### config.mk
export PLATFORM = sky130hd
export DESIGN_NAME = dbs_queue
export DESIGN_NICKNAME = d
export VERILOG_FILES = /design/src/rtl/core/dbs_queue.sv
export SDC_FILE = /design/constraint.sdc
export NUM_CORES = 1
export LEC_CHECK = 0
export BUFFER_PORTS_ARGS = -buffer_cell sky130_fd_sc_hd__buf_4
export CORE_MARGIN = 10
export CORE_UTILIZATION = 40
export CTS_CLUSTER_SIZE = 14
export DETAILED_ROUTE_END_ITERATION = 8
export PLACE_DENSITY_LB_ADDON = 0.25
export SYNTH_ARGS = -nofsm -noshare
export SYNTH_HDL_FRONTEND = slang
export SYNTH_SLANG_ARGS = --single-unit
export TNS_END_PERCENT = 1
### constraint.sdc
create_clock -name clk -period 2.28 [get_ports clk]
set_clock_uncertainty 0.15 [all_clocks]
set_input_delay 0.114 -clock clk [delete_from_list [all_inputs] [get_ports clk]]
set_output_delay 0.114 -clock clk [all_outputs]
set_load 0.02 [all_outputs]
### src/rtl/core/dbs_queue.sv
module dbs_queue #(
	parameter int W = 32
) (
	input  logic         clk,
	input  logic         arst_n,
	input  logic         push,
	input  logic [W-1:0] push_data,
	output logic         full,
	input  logic         pop,
	output logic         avail,
	output logic [W-1:0] pop_data
);
	logic [W-1:0] mem_q [2];
	logic         wr_q;
	logic         rd_q;
	logic [1:0]   cnt_q;

	always_ff @(posedge clk or negedge arst_n) begin
		if (!arst_n) begin
			wr_q  <= 1'b0;
			rd_q  <= 1'b0;
			cnt_q <= 2'd0;
		end else begin
			if (push) begin
				wr_q <= ~wr_q;
			end
			if (pop) begin
				rd_q <= ~rd_q;
			end
			cnt_q <= cnt_q + 2'(push) - 2'(pop);
		end
	end

	always_ff @(posedge clk) begin
		if (push) begin
			mem_q[wr_q] <= push_data;
		end
	end

	assign full     = cnt_q == 2'd2;
	assign avail    = cnt_q != 2'd0;
	assign pop_data = mem_q[rd_q];
endmodule

==> reports/results.ini <==
[clock_tree]
clockBufferDepth = 2
cts_made_buffers = 9
clk_pin_slew_ps = 70
clock_latency_ps = 330
cts_tree = yes
cts_setup_buffers = 0
cts_sinks = 68
cts_hold_buf = 36
ctsResizeCount = 0
cts_htree_levels = 3
cts-root-buf = clkbuf_8

[critical_path]
cp-end-kind = output pin
arrival_ps = 1690
start_kind = register
path_delay_family = flip-flops
worstPathRequired_ps = 2020
crit_buf_inv = 2
crit_top_cell = buf_4
path_class = register to output pin
crit_slowest_cell = dfrtp_2
max_stage_delay_ps = 600
worstPathCellList = buf_4 -> mux2_2 -> buf_4
crit_path_max_fanout = 11

[routing]
ant_nets = 0
wl_per_cell_microns = 17.3
drc = 0
vias = 1418
totalWireLength_microns = 5440
viasPerCell = 4.52
first_pass_iters = 4
initialDrtViolationCount = 69

[timing]
setup_viol = 0
fmax_mhz = 512
timing.final.crit_share_pct = 85.7
fin_crit_ps = 1950
rsz0062_at_grt = no
hold_viol = 0
slew_viol_final = 0
fin_tns_setup_ps = 0
worst_pin_slew_ps = 418
slew_headroom_pct = 72.1

[grt]
grt_max_degree = 21
grt_overflow_total = 0
antenna_found_initial = 0
grtUsageTotal_pct = 11.3
grt_pass1_vias = 1689
grt_pass1_wl_microns = 8750

[logic_synthesis]
synth_largest_area_cell = edfxtp_1
synth_top_area_share_pct = 72.2
syn_nets = 153
ys_ff_latch = 68
ys_types = 13
synthTopCellsByArea = edfxtp_1, mux2_4, dfrtp_1
ys_warn_count = 0
syn_area_sq_um = 2660
synth_area_per_cell_sq_um = 23.1
yosysSeqAreaShare_pct = 76.0
syn_inst = 115

[place]
port_buffers = 69
gp_routability_congestion = 0.708
hpwl_microns = 3830

[pwr]
leakage_uw = 0.00157
p_per_area_nw_per_um2 = 1160
peakVddDrop_mv = 0.707

[die]
die_x_microns = 102
die_h_microns = 102
rows = 29
die-area_sq_um = 10300
initial_core_util_pct = 41.4
ios = 70
coreArea_sq_um = 6420

[run_status]
status = finished, final reports clean

[worst_hold_path]
hp-class = input pin to register

[layout]
multi_input_area_sq_um = 568
num_antenna_cells = 0
layout-drive-gt1-share_pct = 51.9
utilization_pct = 59.5
fin_nets = 270
regArea_sq_um = 2020
fillers = 484
syn2layout_area_growth_pct = 43.5

[flow_run]
drv_cap = 0

[placed cells by master, fill, tap and decap left out]
master	instances
buf_12	2
nor2b_1	1
or2_2	1
mux2_4	29
clkinv_2	3
mux2_2	3
dfrtp_1	3
xor3_1	1
nor2b_4	1
buf_4	72
xor2_1	2
inv_1	2
edfxtp_1	64
dfrtp_2	1
bufinv_16	1
dlygate4sd3_1	36
clkinvlp_4	1
clkbuf_1	2
and2_1	1
ha_1	2
clkbuf_8	9
[Yosys cell counts]
| cell type | n |
|---|---|
| edfxtp_1 | 64 |
| mux2_4 | 29 |
| dfrtp_1 | 4 |
| buf_12 | 3 |
| mux2_2 | 3 |
| ha_1 | 2 |
| inv_1 | 2 |
| nor2b_1 | 2 |
| xor2_1 | 2 |
| and2_1 | 1 |
| buf_6 | 1 |
| or2_2 | 1 |
| xor3_1 | 1 |
[worst register-to-register path: cells and delay by family, from the launching register on]
kind | cells | cell delay [ps]
buffers and inverters | 1 | 230
AND/OR/NAND/NOR | 1 | 380
flip-flops | 1 | 430
[area by class of cell]
cell class	count	area share (%)
clock buffer	11	3.44
sequential	68	53.0
multi-input combinational	41	14.9
timing repair buffer	110	24.6
inverter	2	0.197
tap	77	2.52
clock inverter	5	1.38
[cell families (layout without fill, tap and decap cells)]
kind of cell | Yosys count | count (layout) | share of synthesized area, %
multiplexers | 32 | 32 | 17.6
adder cells (fa/ha/maj) | 2 | 2 | 0.940
buffers and inverters | 6 | 128 | 2.96
AND/OR/NAND/NOR | 4 | 4 | 0.941
flip-flops | 68 | 68 | 76.0
XOR/XNOR | 3 | 3 | 1.55
[registers in the layout, indices dropped and copies added, names as in the netlist]
name / count
wr_q: 1
rd_q: 1
cnt_q: 2
mem_q: 64
[per-stage QoR]
step | hold WS [ps] | std cells | total power, uW | worst slack (ps) | cell area [sq um]
detailed placement | -235 | 262 | 3550 | 677 | 3280
finish | 346 | 314 | 4450 | 326 | 3820
global placement | -239 | 262 | 3490 | 707 | 3280
floorplan | -332 | 115 | 2980 | 467 | 2660
global route | 361 | 314 | 4690 | 259 | 3820
CTS | 336 | 314 | 4520 | 305 | 3820
[routing by layer]
layer  up-vias  part of all wire, %  global-route usage, %
li1        677                    -                      -
met1       693                   37                   11.9
met5         -                    0                      0
met3         8                  5.2                   2.45
met2        40                   56                   20.1
met4         0                  1.9                   6.93
[path summary, 6_finish.rpt]
check                      slack [ps]               endpoint        startpoint  depth (start not counted)
setup / recovery                  330           pop_data[31]  rd_q$_DFFE_PN0P_                          3
hold / removal                    350       rd_q$_DFFE_PN0P_               pop                          3
setup reg to reg                  800  mem_q[0][6]$_DFFE_PP_  wr_q$_DFFE_PN0P_                          2
hold reg to reg                   390       wr_q$_DFFE_PN0P_  wr_q$_DFFE_PN0P_                          1
max in group asynchronous        1260       rd_q$_DFFE_PN0P_            arst_n                          3
min in group asynchronous         530     cnt_q[0]$_DFF_PN0_            arst_n                          3
[report_power, final]
| group | switching [uW] | internal (uW) |
|---|---|---|
| Combinational | 813 | 918 |
| Sequential | 135 | 1670 |
| Clock | 419 | 500 |
| Total | 1370 | 3080 |
Note: power is estimated with default switching activity, not from simulation.
