<file path="config.mk">
export PLATFORM = sky130hd
export DESIGN_NAME = dbs_front_flat
export DESIGN_NICKNAME = d
export VERILOG_FILES = /design/src/rtl/core/dbs_pkg.sv /design/src/rtl/core/dbs_in_if.sv /design/src/rtl/core/dbs_front.sv /design/src/flat_wrapper.sv
export SDC_FILE = /design/constraint.sdc
export NUM_CORES = 1
export LEC_CHECK = 0
export BUFFER_PORTS_ARGS = -buffer_cell sky130_fd_sc_hd__buf_2
export CAP_MARGIN = 20
export CORE_MARGIN = 8
export CORE_UTILIZATION = 40
export CTS_CLUSTER_DIAMETER = 50
export DETAILED_ROUTE_END_ITERATION = 10
export GPL_ROUTABILITY_DRIVEN = 0
export PLACE_DENSITY_LB_ADDON = 0.25
export SYNTH_ARGS = -nofsm -noshare
export SYNTH_HDL_FRONTEND = slang
export SYNTH_SLANG_ARGS = --single-unit
export TNS_END_PERCENT = 1
</file>
<file path="constraint.sdc">
create_clock -name clk -period 15.5 [get_ports clk]
set_input_delay 0.775 -clock clk [delete_from_list [all_inputs] [get_ports clk]]
set_output_delay 0.775 -clock clk [all_outputs]
set_load 0.01 [all_outputs]
</file>
<file path="src/rtl/core/dbs_pkg.sv">
package dbs_pkg;

	typedef enum logic [1:0] {
		OP_INSERT = 2'd0,
		OP_READ   = 2'd1,
		OP_CLEAR  = 2'd2,
		OP_NONE   = 2'd3
	} op_t;

	localparam logic [2:0] ST_INSERTED = 3'd0;
	localparam logic [2:0] ST_DROPPED  = 3'd1;
	localparam logic [2:0] ST_FULL     = 3'd2;
	localparam logic [2:0] ST_READ     = 3'd3;
	localparam logic [2:0] ST_CLEARED  = 3'd4;

	localparam int            CUT_W     = 13;
	localparam logic [12:0]   CUT_RESET = 13'd10;

	typedef enum logic [2:0] {
		BK_CLEAR,
		BK_IDLE,
		BK_INS,
		BK_SCAN,
		BK_HEAD,
		BK_ENT
	} bk_state_t;

	typedef struct packed {
		logic [7:0] col;
		logic [7:0] row;
		logic       has_item;
		logic       last;
		logic [2:0] status;
	} result_t;

endpackage

</file>
<file path="src/rtl/core/dbs_in_if.sv">
interface dbs_in_if;
	logic        valid;
	logic        ready;
	logic [1:0]  opcode;
	logic [7:0]  poly_col;
	logic [7:0]  poly_row;
	logic [15:0] depth_a;
	logic [15:0] depth_b;
	logic [15:0] depth_c;
	logic [15:0] depth_d;

	modport source (output valid, opcode, poly_col, poly_row, depth_a, depth_b, depth_c,
		depth_d, input ready);
	modport sink (input valid, opcode, poly_col, poly_row, depth_a, depth_b, depth_c,
		depth_d, output ready);
endinterface

</file>
<file path="src/rtl/core/dbs_front.sv">
module dbs_front
	import dbs_pkg::*;
#(
	parameter int BUCKETS = 8192,
	parameter int CMD_W   = 32
) (
	input  logic             clk,
	input  logic             arst_n,
	dbs_in_if.sink           in,
	input  logic             cfg_we,
	input  logic [CUT_W-1:0] cfg_wdata,
	input  logic             q_full,
	output logic             q_push,
	output logic [CMD_W-1:0] q_data
);
	localparam int BW = $clog2(BUCKETS);

	typedef struct packed {
		op_t             op;
		logic            near;
		logic [BW-1:0]   bucket;
		logic [15:0]     ident;
	} cmd_t;

	logic [CUT_W-1:0] cutoff_q;
	logic [17:0]      sum;
	logic [16:0]      avg;
	logic [BW-1:0]    bucket;
	cmd_t             cmd;

	always_ff @(posedge clk or negedge arst_n) begin
		if (!arst_n) begin
			cutoff_q <= CUT_RESET;
		end else if (cfg_we) begin
			cutoff_q <= cfg_wdata;
		end
	end

	always_comb begin
		sum = 18'(in.depth_a) + 18'(in.depth_b) + 18'(in.depth_c) + 18'(in.depth_d);
		avg = {1'b0, sum[17:2]};
		// clamp to top bucket
		if (avg > 17'(BUCKETS - 1)) begin
			bucket = BW'(BUCKETS - 1);
		end else begin
			bucket = avg[BW-1:0];
		end
		cmd.op     = op_t'(in.opcode);
		cmd.near   = 17'(bucket) < 17'(cutoff_q);
		cmd.bucket = bucket;
		cmd.ident  = {in.poly_row, in.poly_col};
	end

	assign in.ready = !q_full;
	// unused opcode is swallowed here
	assign q_push = in.valid && !q_full && (cmd.op != OP_NONE);
	assign q_data = CMD_W'(cmd);
endmodule

</file>
<file path="src/flat_wrapper.sv">
// flat-port wrapper written by rule: the top's interface ports become plain ports
module dbs_front_flat import dbs_pkg::*;
#(
	parameter int BUCKETS = 8192,
	parameter int CMD_W   = 32
)
  (clk, arst_n, cfg_we, cfg_wdata, q_full, q_push, q_data, in_valid, in_opcode, in_poly_col, in_poly_row, in_depth_a, in_depth_b, in_depth_c, in_depth_d, in_ready);
  dbs_in_if in_i ();
  input  logic clk;
  input  logic arst_n;
  input  logic cfg_we;
  input  logic [CUT_W-1:0] cfg_wdata;
  input  logic q_full;
  output logic q_push;
  output logic [CMD_W-1:0] q_data;
  input wire logic [$bits(in_i.valid)-1:0] in_valid;
  input wire logic [$bits(in_i.opcode)-1:0] in_opcode;
  input wire logic [$bits(in_i.poly_col)-1:0] in_poly_col;
  input wire logic [$bits(in_i.poly_row)-1:0] in_poly_row;
  input wire logic [$bits(in_i.depth_a)-1:0] in_depth_a;
  input wire logic [$bits(in_i.depth_b)-1:0] in_depth_b;
  input wire logic [$bits(in_i.depth_c)-1:0] in_depth_c;
  input wire logic [$bits(in_i.depth_d)-1:0] in_depth_d;
  output wire logic [$bits(in_i.ready)-1:0] in_ready;
  assign in_i.valid = in_valid;
  assign in_i.opcode = in_opcode;
  assign in_i.poly_col = in_poly_col;
  assign in_i.poly_row = in_poly_row;
  assign in_i.depth_a = in_depth_a;
  assign in_i.depth_b = in_depth_b;
  assign in_i.depth_c = in_depth_c;
  assign in_i.depth_d = in_depth_d;
  assign in_ready = in_i.ready;
  dbs_front #(.BUCKETS(BUCKETS), .CMD_W(CMD_W)) u_core (.clk(clk), .arst_n(arst_n), .in(in_i), .cfg_we(cfg_we), .cfg_wdata(cfg_wdata), .q_full(q_full), .q_push(q_push), .q_data(q_data));
endmodule
</file>
==> metrics.txt, run 1 <==
initial antenna violation count 0; Slew Limit Fails 0; Global Route Usage Sum 0.133; Final Critical Period around 7.6 ns; commonest non-fill, non-tap cell in the layout buf_2; total core area between 0.007 and 0.008 mm²; vias per inst 4.75; CP most frequent cell a31oi_1; first-pass GRT wire length between 10000 and 15000 µm; Ant. Diodes 0; ys flop type dfrtp_1; DRC 0; via count between 2000 and 3000; Multi-input gate area 0.00209 mm²; Largest register FFs 13; Final Setup Violations 0; LEAKAGE around 1.9 nW; period utilization 0.492; Worst EP required ~15 ns; Syn. warnings 0; Arr. time, crit path ~7 ns; Setup CP Type input port to output pin; most frequent cells in the layout buf_2 (101), inv_1 (77), ha_1 (44); iteration count of the initial detailed-routing pass 4; Most flops, register u_core.cutoff_q; asr flop ratio synth 1.00; FF/Latch Area ~330 µm²; Max-Slew Margin vs Limit 0.668; vias in the first global route 2759; post_cts resized 0; initial drt markers 67; # rows 31; CTS buffer count 3; fillcell total 760; post-synthesis instance total 367; RSZ-0062 raised after global routing no; clock buffer depth 2; Total Wirelength slightly below 7000 µm; #FFs+latches synth 13; die height between 100 and 150 µm; CP delay by family, top compound AO/OA/AOI/OAI gates; initial core utilization 0.406; Util after Layout 0.474; IO Pins 134; f_max 0.131 GHz; Worst-path clk slew roughly 0.050 ns; TNS Setup 0 ns; Crit path largest cell delay between 0.5 and 0.6 ns; Tot Pwr ~330 µW; Chip Width 101 µm; hold crit path type input port to asynchronous set/reset pin; EDFF count, synth 0; Clock Latency Late Sink 0.24 ns; share of post-route cells with drive strength above 1 0.271; post-DP HPWL ~6000 µm; nature of the critical path endpoint output pin; Wirelength per Cell 12.4 µm; Die ar. just over 0.01 mm²; Netlist cell types 49; DP Area 0.00334 mm²; clock root cell clkbuf_8; H-tree levels 1; design area 0.00339 mm²; Nets roughly 600; Layout area overhead 16.9%; Buf/Inv on CP 4; Hold-fix buffers, CTS 0; Post-Syn Area between 0.002 and 0.003 mm²; GR Overflow Total 0; element type at the critical path start input port; Max FO, Critical Path 14; Peak VDD IR between 0.03 and 0.04 mV; outcome finished, final reports clean; TritonCTS clock tree built; worst hold slack ~0.4 ns; sequential share of the synthesized area 0.113; Worst Skew 0 ns; Crit-path slowest cell a2111o_1; Worst Max-Slew Pin Slew between 0.4 and 0.5 ns; largest net degree at the start of global routing 26; Syn Nets around 530; # Post-CTS Setup Buffers 0; final hold violations 0; Largest regs u_core.cutoff_q: 13 flops; Antenna Nets Post-Route 0; Pwr Density between 90 and 100 mW/mm²; IO buf count between 100 and 150; max_cap viols 0; clock sink total 13; post-synthesis average cell area roughly 7.9 µm²
==> cell usage after synthesis, types with 4 or more instances <==
master,instances,share of area
inv_1,77,0.10
ha_1,44,0.19
a21oi_1,28,0.048
o21ai_0,27,0.047
nand2_1,22,0.029
buf_4,18,0.047
fa_1,17,0.12
xnor2_1,12,0.036
xor2_1,12,0.036
dfrtp_1,11,0.095
a21o_1,10,0.026
or3_1,10,0.022
nor2_1,8,0.010
nand3_1,5,0.0086
nor2b_1,5,0.011
o21a_1,5,0.013
a31oi_1,4,0.0086
clkbuf_1,4,0.0052
nand2b_1,4,0.0086
nor3_1,4,0.0069
==> report_power, final <==
part           switching, mW  internal, mW
clock network         0.0121        0.0182
registers           0.000840        0.0374
logic                  0.142         0.119
==> area by class of cell <==
class	count	area share
Clock buffer	4	0.0133
Inverter	77	0.0854
Multi-Input combinational cell	252	0.619
Sequential cell	13	0.0968
Tap cell	99	0.0366
Timing Repair Buffer	101	0.149
==> path summary, 6_finish.rpt <==
check | start | end | slack [ns] | cells after the start
worst max-delay path | in_depth_b[0] | q_data[29] | 7.88 | 28
worst min-delay path | arst_n | u_core.cutoff_q[12]$_DFFE_PN0P_ | 0.41 | 1
worst max register to register | u_core.cutoff_q[1]$_DFFE_PN1P_ | u_core.cutoff_q[1]$_DFFE_PN1P_ | 14.69 | 2
worst min register to register | u_core.cutoff_q[3]$_DFFE_PN1P_ | u_core.cutoff_q[3]$_DFFE_PN1P_ | 0.52 | 2
max in group asynchronous | arst_n | u_core.cutoff_q[3]$_DFFE_PN1P_ | 14.82 | 1
min in group clk | u_core.cutoff_q[3]$_DFFE_PN1P_ | u_core.cutoff_q[3]$_DFFE_PN1P_ | 0.52 | 2
==> per-stage QoR <==
step | setup slack [ns] | std cells
6_report | 7.88 | 546
5_1_grt | 7.37 | 546
4_1_cts | 7.87 | 546
3_5_place_dp | 7.87 | 542
3_3_place_gp | 8.03 | 542
2_1_floorplan | 8.20 | 367
==> cells by family after synthesis <==
logic type,share of synthesized area
xor gates and xnor gates,0.0726
AOI/OAI and AO/OA,0.208
muxes,0.00735
and+or+nand+nor,0.127
buffers and inverters,0.163
DFF,0.113
adders and majority gates,0.308
==> worst register-to-register path, stage by stage (launching register included) <==
cell and delay, ns:
dfstp_2 0.51, inv_1 0.05, o21ai_0 0.17
==> per-layer routing <==
| layer | routed length, µm | vias up | track usage |
|---|---|---|---|
| met3 | 497 | 15 | 0.0283 |
| met2 | 3010 | 75 | 0.227 |
| met4 | 91 | 0 | 0.0401 |
| met5 | 0 | - | 0 |
| met1 | 3150 | 1135 | 0.162 |
| li1 | - | 1369 | - |
(Power assumes the default switching activity.)
==> inputs of run 2 (changes only) <==
--- a/config.mk
+++ b/config.mk
@@ -5,6 +5,7 @@
 export SDC_FILE = /design/constraint.sdc
 export NUM_CORES = 1
 export LEC_CHECK = 0
+export ABC_AREA = 1
 export BUFFER_PORTS_ARGS = -buffer_cell sky130_fd_sc_hd__buf_2
 export CAP_MARGIN = 20
 export CORE_MARGIN = 8
==> constraint.sdc (replaced) <==
create_clock -name clk -period 7.7 [get_ports clk]
set_input_delay 0.385 -clock clk [delete_from_list [all_inputs] [get_ports clk]]
set_output_delay 0.385 -clock clk [all_outputs]
set_load 0.01 [all_outputs]
==> run 2 against run 1 <==
Compared with the run above:
- sequential share of layout area decreased by 0.27 points
- global-route usage up 0.27 points
- wire length increased by 2.9%
- register-to-register slack got worse by 7.8 ns
- non-clock buffer count stayed put
- via count increased by 7.1%
- clock power increased by 96%
- sequential power increased by 100%
- critical path type unchanged
- largest power group unchanged
==> metrics.txt, run 2 <==
Max-Slew Margin vs Limit 0.703; Final Setup Violations 0; clock buffer depth 2; Hold-fix buffers, CTS 0; Die ar. between 0.01 and 0.015 mm²; worst hold slack about 0.027 ns; nature of the critical path endpoint output pin; Largest register FFs 13; most frequent cells in the layout buf_2 (101), inv_1 (92), nand2_1 (88); metal1 wirelength 3290 µm; post_cts resized 0; Post-Syn Area 0.00296 mm²; outcome finished, final reports clean; Multi-input gate area ~0.0021 mm²; Crit path largest cell delay 0.50 ns; share of post-route cells with drive strength above 1 0.240; max_cap viols 0; element type at the critical path start input port; DRC 0; clock sink total 13; synth top area cells ha_1 (19%), inv_1 (12%), fa_1 (11%), nand2_1 (11%), dfrtp_1 (9.3%); total core area 0.00721 mm²; CTS buffer count 3; Syn. warnings 0; Chip Width 102 µm; Syn Nets between 500 and 600; RSZ-0062 raised after global routing no; Most flops, register u_core.cutoff_q; Max FO, Critical Path 14; final hold violations 0; metal2 WL roughly 3000 µm; Largest regs u_core.cutoff_q: 13 flops; Commonest cells post-synth inv_1 (92), nand2_1 (88), ha_1 (44); top cell type's share of synthesized area 0.186; clock root cell clkbuf_8; Top Metal Used met4; die height approximately 100 µm; TritonCTS clock tree built; met3 routed WL between 500 and 600 µm; period utilization 0.736; Peak VDD IR slightly below 0.07 mV; initial antenna violation count 0; Worst Skew 0 ns; H-tree levels 1; LEAKAGE about 2.0 nW; EDFF count, synth 0; GR Overflow Total 0; FF/Latch Area roughly 330 µm²; Slew Limit Fails 0; # Post-CTS Setup Buffers 0; fillcell total between 700 and 800; CP most frequent cell a21oi_1; TNS Setup 0 ns; largest area contributor in the synthesized netlist ha_1; Clock Latency Late Sink approximately 0.24 ns; iteration count of the initial detailed-routing pass 4; design area around 0.0035 mm²; DP Area between 0.003 and 0.004 mm²; IO buf count roughly 100; first-pass GRT wire length about 12000 µm; top-count cell post-synth inv_1; hold crit path type input port to asynchronous set/reset pin; sequential share of the synthesized area 0.111; via count approximately 2800; Global Route Usage Sum 0.135; Setup CP Type input port to output pin; Worst Max-Slew Pin Slew about 0.44 ns; Antenna Nets Post-Route 0; Worst EP required about 7.3 ns; Ant. Diodes 0; # rows 31; vias per inst ~4.6; Pwr Density about 210 mW/mm²; post-DP HPWL ~6400 µm; initial drt markers 81; largest net degree at the start of global routing 26; vias in the first global route ~2900; Worst-path clk slew roughly 0.050 ns; post-synthesis average cell area 6.97 µm²; Final Critical Period 5.66 ns; asr flop ratio synth 1.00; initial core utilization 0.410; Wirelength per Cell between 10 and 15 µm; ys flop type dfrtp_1; Crit-path slowest cell fa_1; #FFs+latches synth 13; f_max approximately 0.18 GHz; IO Pins roughly 130; Layout area overhead 17.7%; Total Wirelength between 6000 and 7000 µm; Nets about 670; Netlist cell types 38; Arr. time, crit path between 5 and 6 ns; commonest non-fill, non-tap cell in the layout buf_2; post-synthesis instance total around 430
run 2: cell types whose count changed in the layout (fill, tap and decap cells not counted), sizes merged, moves of 7 or more:
cell | previous run | this run
nand2 | 22 | 92
or3 | 12 | 0
nor2 | 8 | 20
a21oi | 29 | 36
inv | 77 | 94
nand3 | 5 | 15
a21o | 13 | 2
run 2: worst paths after layout:
path                       depth (start not counted)                        endpoint  slack [ns]                      startpoint
hold / removal                                     1  u_core.cutoff_q[4]$_DFFE_PN0P_        0.03                          arst_n
min in group clk                                   3  u_core.cutoff_q[5]$_DFFE_PN0P_        0.36                    cfg_wdata[5]
setup / recovery                                  29                      q_data[29]        2.04                   in_depth_b[0]
hold reg to reg                                    2  u_core.cutoff_q[3]$_DFFE_PN1P_        0.50  u_core.cutoff_q[3]$_DFFE_PN1P_
max in group asynchronous                          1  u_core.cutoff_q[1]$_DFFE_PN1P_        7.40                          arst_n
setup reg to reg                                   2  u_core.cutoff_q[1]$_DFFE_PN1P_        6.91  u_core.cutoff_q[1]$_DFFE_PN1P_
run 2: worst max-delay path: cells and delay by family:
family / cells / cell delay (ns)
XOR/XNOR: 1 / 0.16
buffers and inverters: 4 / 0.34
adder cells (fa/ha/maj): 5 / 1.70
AO/OA/AOI/OAI: 11 / 1.77
AND/OR/NAND/NOR: 8 / 0.91
run 2: kinds of logic (layout without fill, tap and decap cells):
family / Yosys count / after routing / share of synthesized area
AO/OA/AOI/OAI: 75 / 75 / 0.145
XOR/XNOR: 23 / 23 / 0.0680
adder cells (fa/ha/maj): 61 / 61 / 0.301
buffers and inverters: 115 / 199 / 0.170
flip-flops: 13 / 13 / 0.111
multiplexers: 1 / 1 / 0.00380
AND/OR/NAND/NOR: 137 / 137 / 0.202
run 2: cell type report:
class / instances / share of cell area
multi-input cells: 297 / 0.611
clock buffers: 4 / 0.0129
repair buffers: 101 / 0.145
inverters: 94 / 0.101
well taps: 99 / 0.0355
flip-flops and latches: 13 / 0.0941
run 2: metrics by stage:
step / setup slack (ns) / util / instances / power (mW)
after floorplan: 2.74 / - / 425 / 0.540
after global placement: 2.18 / 0.477 / 604 / 0.669
after detailed placement: 2.07 / 0.477 / 604 / 0.678
after CTS: 2.07 / 0.483 / 608 / 0.741
after global routing: 1.56 / 0.483 / 608 / 0.836
final: 2.04 / 0.483 / 608 / 0.733
run 2: where the power goes:
| group | switching [mW] | leakage, nW | internal, mW |
|---|---|---|---|
| sequential | 0.00187 | 0.154 | 0.0752 |
| clock | 0.0229 | 0.0228 | 0.0365 |
| combinational | 0.355 | 1.81 | 0.241 |
| total | 0.380 | 1.98 | 0.353 |
run 2: layer usage:
layer / GRT usage / vias up
met4: 0.0327 / 0
met5: 0 / -
li1: - / 1495
met2: 0.226 / 91
met3: 0.0204 / 10
met1: 0.178 / 1181
